## src/sv/ray_sfi_pkg.sv

```systemverilog
// Package for the ray / simplex face intersection block.
// Shared constants, result codes and the sideband struct; no dependencies.
package ray_sfi_pkg;

  localparam int IN_W          = 63;
  localparam int RES_W         = 32;
  localparam int DEF_COORD_BITS = 21;
  localparam int DEF_FRAC_BITS  = 16;
  // quotient bits kept by the divider; enough to detect saturation
  localparam int QB            = RES_W + 1;
  localparam int DIV_LAT       = QB + 2;

  localparam logic [1:0] DIMS_2D    = 2'd2;
  localparam logic [1:0] DIMS_RESET = 2'd3;

  localparam logic signed [1:0] ORIENT_EXIT     = 2'sb01;
  localparam logic signed [1:0] ORIENT_ENTRY    = 2'sb11;
  localparam logic signed [1:0] ORIENT_PARALLEL = 2'sb00;

  typedef struct packed {
    logic              valid;
    logic signed [1:0] orient;
    logic              degen;
    logic              gate;
    logic              three;
  } side_t;

endpackage

```

## src/sv/ray_sfi_back.sv

```systemverilog
// Back end: vertex-0 weight, collision parameter, gating and output register.
// Two register stages; depends on ray_sfi_pkg.
module ray_sfi_back import ray_sfi_pkg::*; #(
  parameter int FRAC_BITS = DEF_FRAC_BITS
) (
  input  logic                    clk_i,
  input  logic                    rst_ni,
  input  logic                    en_i,
  input  side_t                   side_i,
  input  logic signed [RES_W-1:0] dist_i,
  input  logic signed [RES_W-1:0] b1_i,
  input  logic signed [RES_W-1:0] b2_i,
  output logic                    valid_o,
  output logic signed [1:0]       orientation_o,
  output logic signed [RES_W-1:0] distance_o,
  output logic signed [RES_W-1:0] bary_a_o,
  output logic signed [RES_W-1:0] bary_b_o,
  output logic signed [RES_W-1:0] bary_c_o,
  output logic signed [RES_W-1:0] closeness_o,
  output logic                    degenerate_o
);

  localparam int XW = RES_W + 2;
  localparam logic signed [XW-1:0] ONE  = XW'(1) <<< FRAC_BITS;
  localparam logic signed [XW-1:0] HALF = XW'(1) <<< (FRAC_BITS - 1);
  localparam logic signed [XW-1:0] SMAX = XW'(32'sh7fff_ffff);
  localparam logic signed [XW-1:0] SMIN = -SMAX - XW'(1);

  function automatic logic signed [RES_W-1:0] sat32(input logic signed [XW-1:0] v);
    if (v > SMAX) begin
      sat32 = RES_W'(SMAX);
    end else if (v < SMIN) begin
      sat32 = RES_W'(SMIN);
    end else begin
      sat32 = RES_W'(v);
    end
  endfunction

  function automatic logic signed [XW-1:0] cand(input logic signed [RES_W-1:0] w);
    logic signed [XW-1:0] wx;
    wx = XW'(w);
    cand = (wx < HALF) ? wx : ONE - wx;
  endfunction

  // stage 1: gated weights
  logic signed [RES_W-1:0] b1g_c, b2g_c;
  side_t                   s1_q;
  logic signed [RES_W-1:0] dist1_q, b0_q, b1_q, b2_q;

  assign b1g_c = side_i.gate ? b1_i : '0;
  assign b2g_c = (side_i.gate && side_i.three) ? b2_i : '0;

  always_ff @(posedge clk_i or negedge rst_ni) begin
    if (!rst_ni) begin
      s1_q <= '0;
    end else if (en_i) begin
      s1_q <= side_i;
    end
  end

  always_ff @(posedge clk_i) begin
    if (en_i) begin
      dist1_q <= side_i.gate ? dist_i : '0;
      b1_q    <= b1g_c;
      b2_q    <= b2g_c;
      b0_q    <= side_i.gate ? sat32(ONE - XW'(b1g_c) - XW'(b2g_c)) : '0;
    end
  end

  // stage 2: collision parameter, output register
  logic signed [XW-1:0]    c0_c, c1_c, c2_c, m01_c, m_c;
  logic                    v2_q, dg2_q;
  logic signed [1:0]       or2_q;
  logic signed [RES_W-1:0] dist2_q, ba_q, bb_q, bc_q, cl_q;

  always_comb begin
    c0_c  = cand(b0_q);
    c1_c  = cand(b1_q);
    c2_c  = cand(b2_q);
    m01_c = (c1_c < c0_c) ? c1_c : c0_c;
    m_c   = (s1_q.three && c2_c < m01_c) ? c2_c : m01_c;
  end

  always_ff @(posedge clk_i or negedge rst_ni) begin
    if (!rst_ni) begin
      v2_q <= 1'b0;
    end else if (en_i) begin
      v2_q <= s1_q.valid;
    end
  end

  always_ff @(posedge clk_i) begin
    if (en_i) begin
      or2_q   <= s1_q.orient;
      dg2_q   <= s1_q.degen;
      dist2_q <= dist1_q;
      ba_q    <= b0_q;
      bb_q    <= b1_q;
      bc_q    <= b2_q;
      cl_q    <= s1_q.gate ? sat32(m_c) : '0;
    end
  end

  assign valid_o       = v2_q;
  assign orientation_o = or2_q;
  assign distance_o    = dist2_q;
  assign bary_a_o      = ba_q;
  assign bary_b_o      = bb_q;
  assign bary_c_o      = bc_q;
  assign closeness_o   = cl_q;
  assign degenerate_o  = dg2_q;

endmodule

```

## config.mk

```make
export PLATFORM = sky130hd
export DESIGN_NAME = ray_sfi_back
export DESIGN_NICKNAME = d
export VERILOG_FILES = /design/src/sv/ray_sfi_pkg.sv /design/src/sv/ray_sfi_back.sv
export SDC_FILE = /design/constraint.sdc
export NUM_CORES = 1
export LEC_CHECK = 0
export BUFFER_PORTS_ARGS = -buffer_cell sky130_fd_sc_hd__buf_2
export CAP_MARGIN = 20
export CORE_MARGIN = 1.5
export CORE_UTILIZATION = 58
export DETAILED_ROUTE_END_ITERATION = 8
export PLACE_DENSITY = 0.81
export REMOVE_ABC_BUFFERS = 1
export SETUP_SLACK_MARGIN = 0.02
export SLEW_MARGIN = 10
export SYNTH_ARGS = -nofsm -noshare
export SYNTH_HDL_FRONTEND = slang
export SYNTH_SLANG_ARGS = --single-unit
export TNS_END_PERCENT = 20
```

## constraint.sdc

```tcl
create_clock -name clk_i -period 10.01 [get_ports clk_i]
set_clock_uncertainty 0.2 [all_clocks]
set_input_delay 0.5005 -clock clk_i [delete_from_list [all_inputs] [get_ports clk_i]]
set_output_delay 0.5005 -clock clk_i [all_outputs]
set_load 0.01 [all_outputs]
```

==> results.toml, run 1 <==
[place]
finalWeightedCongestion = 0.914
numPortBuffers = 268
dp_hpwl_microns = 34600
placed_area_sq_um = 18800

[clocking]
cts_tree = "yes"
post-cts-setup-buffers = 0
cts-root-buf = "clkbuf_16"
clkTransAtPathRegs_ps = 70
ctsResizeCount = 0
clock_latency_ps = 590
cts_inserted_buffers = 31
cts_htree_levels = 1
cts_sinks = 298
cts_buffer_depth = 3

[outcome]
status = "completed"

[power]
seq_power_share_pct = 39.9
power.share.combinational_pct = 33.9
clkPwrFrac_pct = 26.2
internal_power_w = 0.00277
p_sw_share_pct = 34.2
p_leak_nw = 8.71
p_per_area_nw_per_um2 = 210
p_switching_w = 0.00144
vdd.ir_drop.worst_uv = 148

[setup_path]
worst_setup_path_end_kind = "register"
worstPathRequired_ps = 10080
rr_startpoint = "b0_q[0]$_SDFFCE_PN0P_"
cp_slowest_cell = "nor3_4"
critical_path_buf_inv_count = 2
startpoint_type = "register"
critPathKind = "register to register"
rr_endpoint = "closeness_o[3]$_SDFFCE_PN0P_"
rr_worst_depth = 28
worstPathMaxFanout = 25
max_stage_delay_ps = 810
crit_family = "compound AO/OA/AOI/OAI gates"
arrival_ps = 9480
ff2ff_setup_slack_ps = 600

[worst_hold_path]
hold_depth = 2
whs_endpoint = "dist1_q[25]$_SDFFCE_PN0P_"
hp-class = "input port to register"
hold_start = "dist_i[25]"

[synth]
ys_seq_area_share_pct = 52.4
yosysWarnings = 0
syn_area_sq_um = 17000
avgSynthCellArea_sq_um = 11.5
ys_ff_latch = 298
postSynthCellCount = 1479
async_reset_ff_share_pct = 2.35
synth_ff_type = "edfxtp_1"
synth.distinct_cells = 73
synth_edf_count = 291

[detailed_routing]
route.detailed.drc = 0
totalWireLength_microns = 45800
wl_met3_microns = 3420
ant_nets = 0
met1_length_microns = 19900
dr.pass1.iters = 5
highest-signal-layer = "met4"
vias_per_cell = 5.91
wl_per_cell_microns = 21.0
dr_total_vias = 12900
drtIter0Drc = 1281
dr_wl_met2_microns = 21600

[global_route]
grt_pass1_vias = 12400
antenna_found_initial = 2
grt_max_degree = 174
track_usage_pct = 29.8
grt_pass1_wl_microns = 69700
globalRouteOverflowTotal = 0

[die]
dieArea_sq_um = 30400
die_w_microns = 174
die_h_microns = 174
ios = 269
initial_utilization_pct = 59.1
rows = 62
core-area_sq_um = 28800

[sta]
rsz0062_at_grt = "no"
worst_pin_slew_ps = 998
hold_viol = 0
timing.setup.tns_ps = 0
min_period_over_period_pct = 94.0
max_freq_mhz = 106
fin_crit_ps = 9410
drv_slew = 0
setup_violations = 0
slew-limit-headroom_pct = 33.5

[layout]
drive_gt1_share_pct = 21.6
final_common_cell = "edfxtp_1"
area_growth_pct = 17.5
fin_area_sq_um = 20000
layout_common_cells = "291 x edfxtp_1, 267 x buf_2, 130 x ha_1"
final_nets = 2011
diodes = 0

[flow_run]
max-cap-violations = 0
## sequential cells by signal (all words and copies together), names as in the netlist
register	cells
b0_q	32
b1_q	32
b2_q	32
bary_a_o	32
bary_b_o	32
bary_c_o	32
closeness_o	32
degenerate_o	1
dist1_q	32
distance_o	32
orientation_o	2
s1_q	6
valid_o	1
## repair_timing
item,in CTS,in global routing
setup endpoints to repair,0,3
hold buffers,27,0
hold endpoints to repair,33,0
## kinds of logic after synthesis
group | count (synthesis) | share of synthesized area (%)
buffers and inverters | 170 | 4.00
multiplexers | 30 | 1.92
AO/OA/AOI/OAI | 366 | 15.5
flip-flops | 298 | 52.4
adder cells (fa/ha/maj) | 131 | 9.68
AND/OR/NAND/NOR | 373 | 10.7
XOR/XNOR | 111 | 5.76
## cell usage after synthesis (5+ instances only)
library cell	n	area share, %
a21o_1	65	2.9
a221oi_1	5	0.26
and3_1	9	0.33
nand2_1	126	2.8
nand4_1	11	0.40
o21ai_0	61	1.8
and2_1	36	1.3
o211ai_1	9	0.40
mux2i_1	9	0.53
inv_1	123	2.7
o41ai_1	10	0.51
or4_1	10	0.44
a32oi_1	7	0.36
o21bai_1	17	0.75
ha_1	130	9.6
a211oi_1	8	0.35
nor2_1	82	1.8
dfrtp_1	7	1.0
nor3_1	23	0.68
or2_2	8	0.29
nand3_1	14	0.41
o31ai_1	14	0.62
mux2_2	21	1.4
o2111ai_1	9	0.46
nor2b_1	9	0.33
o21a_1	10	0.44
nor4_1	10	0.37
a31oi_1	13	0.48
o21ba_2	8	0.47
clkbuf_1	36	0.79
nand2b_1	8	0.29
or3_1	12	0.44
a311oi_1	7	0.36
xnor2_1	59	3.0
xor2_1	51	2.6
a21oi_1	73	2.1
edfxtp_1	291	51
buf_6	5	0.33
a221oi_2	14	1.2
## layout make-up
cell class,instances,area [sq um]
multi-input combinational,1011,7440
tap,384,480
sequential,298,8910
clock inverter,17,143
fill,2090,8790
timing repair buffer,309,1740
clock buffer,39,806
inverter,124,465
## how the worst max path moves through the flow
stage | startpoint | endpoint | slack, ps | cells past startpoint
final | b0_q[0]$_SDFFCE_PN0P_ | closeness_o[3]$_SDFFCE_PN0P_ | 600 | 28
after global routing | b0_q[0]$_SDFFCE_PN0P_ | closeness_o[3]$_SDFFCE_PN0P_ | 50 | 28
after CTS | b1_q[0]$_DFFE_PP_ | closeness_o[9]$_SDFFCE_PN0P_ | 660 | 28
after detailed placement | b1_q[0]$_DFFE_PP_ | closeness_o[7]$_SDFFCE_PN0P_ | 680 | 28
after global placement | b1_q[0]$_DFFE_PP_ | closeness_o[3]$_SDFFCE_PN0P_ | 1030 | 28
after floorplan | b0_q[31]$_SDFFCE_PP0P_ | closeness_o[3]$_SDFFCE_PN0P_ | 1000 | 25
## worst reg2reg max path: cells and delay by family (launching register included)
kind                     cells  cell delay (ps)
AO/OA/AOI/OAI               15             3710
AND/OR/NAND/NOR              7             2990
adder cells (fa/ha/maj)      3              900
flip-flops                   1              450
buffers and inverters        2              450
XOR/XNOR                     1              390
## per-stage QoR
stage	total power [W]	utilization (%)	hold WS, ps	instances	setup WS [ps]
after floorplan	0.00261	-	4.91	1433	997
after CTS	0.00419	69.5	0.289	2182	663
after global routing	0.00441	69.5	9.78	2182	47.8
after detailed placement	0.00308	65.2	145	2099	685
after global placement	0.00306	65.2	141	2099	1030
final	0.00420	69.5	11.8	2182	602
## power by group through the flow
stage / Clock, W / Sequential [W] / Combinational (W)
floorplan: 0 / 0.00170 / 0.000913
global placement: 0 / 0.00170 / 0.00137
detailed placement: 0 / 0.00170 / 0.00138
CTS: 0.00111 / 0.00168 / 0.00140
global route: 0.00116 / 0.00169 / 0.00156
finish: 0.00110 / 0.00168 / 0.00142
## per-layer routing
metal | vias to the layer above | GRT usage, %
met1 | 6198 | 42.4
met4 | 0 | 7.44
met2 | 553 | 48.7
met5 | - | 0
li1 | 6085 | -
met3 | 66 | 3.78
(Power assumes the default switching activity.)
==> inputs of run 2 (changes only) <==
--- a/config.mk
+++ b/config.mk
@@ -13,7 +13,7 @@
 export PLACE_DENSITY = 0.81
 export REMOVE_ABC_BUFFERS = 1
 export SETUP_SLACK_MARGIN = 0.02
-export SLEW_MARGIN = 10
+export SLEW_MARGIN = 20
 export SYNTH_ARGS = -nofsm -noshare
 export SYNTH_HDL_FRONTEND = slang
 export SYNTH_SLANG_ARGS = --single-unit
==> constraint.sdc (replaced) <==
create_clock -name clk_i -period 10.01 [get_ports clk_i]
set_clock_uncertainty 0.2 [all_clocks]
set_input_delay 2.002 -clock clk_i [delete_from_list [all_inputs] [get_ports clk_i]]
set_output_delay 2.002 -clock clk_i [all_outputs]
set_load 0.01 [all_outputs]
==> results.toml, run 2 (same netlist as run 1, synthesis figures left out) <==
[clocking]
post-cts-setup-buffers = 0
cts_buffer_depth = 3
cts-root-buf = "clkbuf_16"
cts_inserted_buffers = 31
clock_latency_ps = 580
hold_buffers = 0
ctsResizeCount = 0
clkTransAtPathRegs_ps = 70
cts_sinks = 298
cts_tree = "yes"
cts_htree_levels = 1

[sta]
rsz0062_at_grt = "no"
slew-limit-headroom_pct = 29.0
max_freq_mhz = 110
min_period_over_period_pct = 91.0
setup_slack_ps = 900
setup_violations = 0
worst_pin_slew_ps = 1070
drv_slew = 0
timing.setup.tns_ps = 0
hold_viol = 0
fin_crit_ps = 9110

[place]
numPortBuffers = 268
pre_cts_slack_ps = 1040
dp_hpwl_microns = 34600
finalWeightedCongestion = 0.946
placed_area_sq_um = 18800
dp.cells = 2101

[global_route]
grt_pass1_wl_microns = 68900
track_usage_pct = 29.3
grt_max_degree = 108
globalRouteOverflowTotal = 0
antenna_found_initial = 1
grt_pass1_vias = 12200

[power]
p_per_area_nw_per_um2 = 214
p_leak_nw = 8.62
vdd.ir_drop.worst_uv = 149

[worst_hold_path]
hp-class = "register to register"

[layout]
final_nets = 1986
diodes = 0
area_growth_pct = 16.2
final_common_cell = "edfxtp_1"
layout_common_cells = "291 x edfxtp_1, 267 x buf_2, 130 x ha_1"
fin_cells = 2159
fin_area_sq_um = 19800
drive_gt1_share_pct = 22.3

[outcome]
status = "completed"

[die]
ios = 269
core-area_sq_um = 28800
die_h_microns = 174
initial_utilization_pct = 59.1
die_w_microns = 174
dieArea_sq_um = 30400
rows = 62

[setup_path]
worstPathRequired_ps = 10070
worstPathMaxFanout = 38
max_stage_delay_ps = 880
crit_path_frequent_cell = "o21ai_0"
cp_slowest_cell = "nor3_4"
startpoint_type = "register"
critPathKind = "register to register"
arrival_ps = 9170
worst_setup_path_end_kind = "register"

[flow_run]
max-cap-violations = 0

[detailed_routing]
drtIter0Drc = 1231
dr.pass1.iters = 6
totalWireLength_microns = 45300
ant_nets = 0
wl_per_cell_microns = 21.0
dr_total_vias = 12900
vias_per_cell = 5.95
route.detailed.drc = 0
-- run 2: layout make-up --
type	count	area [sq um]
clock buffer	40	810
clock inverter	18	189
fill	2115	9010
inverter	124	465
multi-input combinational	1011	7440
sequential	298	8910
tap	384	480
timing repair buffer	284	1470
-- run 2: per-layer routing --
metal | global-route usage, % | vias to the layer above | share of wire [%]
met5 | 0 | - | 0
met4 | 6.75 | 0 | 2.1
met3 | 4.99 | 75 | 9.6
met2 | 46.4 | 618 | 46
met1 | 42.5 | 6120 | 43
li1 | - | 6037 | -
-- run 2: where the power goes --
part	leakage (nW)	switching (W)	internal, W	total [W]
sequential	2.92	0.000113	0.00156	0.00167
clock	0.489	0.000491	0.000651	0.00114
combinational	5.21	0.000834	0.000578	0.00141
-- run 2: per-stage QoR --
stage | power (W) | hold slack, ps | utilization [%]
4_1_cts | 0.00422 | 217 | 68.7
3_3_place_gp | 0.00306 | 200 | 65.2
2_1_floorplan | 0.00261 | 200 | -
6_report | 0.00423 | 214 | 68.7
5_1_grt | 0.00444 | 223 | 68.7
3_5_place_dp | 0.00308 | 205 | 65.2
-- run 2: critical path, delay by kind of cell, from the launching register on --
family	cells	cell delay (ps)
AND/OR/NAND/NOR	7	3100
AO/OA/AOI/OAI	16	3620
flip-flops	1	430
buffers and inverters	2	420
adder cells (fa/ha/maj)	3	770
XOR/XNOR	1	200
-- run 2: path summary, 6_finish.rpt --
check / from / to / slack, ps / depth (start not counted)
worst min register to register: dist1_q[25]$_SDFFCE_PN0P_ / distance_o[25]$_DFFE_PP_ / 210 / 0
worst min-delay path: dist1_q[25]$_SDFFCE_PN0P_ / distance_o[25]$_DFFE_PP_ / 210 / 0
worst max register to register: b0_q[0]$_SDFFCE_PN0P_ / closeness_o[3]$_SDFFCE_PN0P_ / 900 / 29
max in group asynchronous: rst_ni / s1_q[1]$_DFFE_PN0P_ / 8350 / 1
worst max-delay path: b0_q[0]$_SDFFCE_PN0P_ / closeness_o[3]$_SDFFCE_PN0P_ / 900 / 29
min in group asynchronous: rst_ni / s1_q[0]$_DFFE_PN0P_ / 1060 / 1
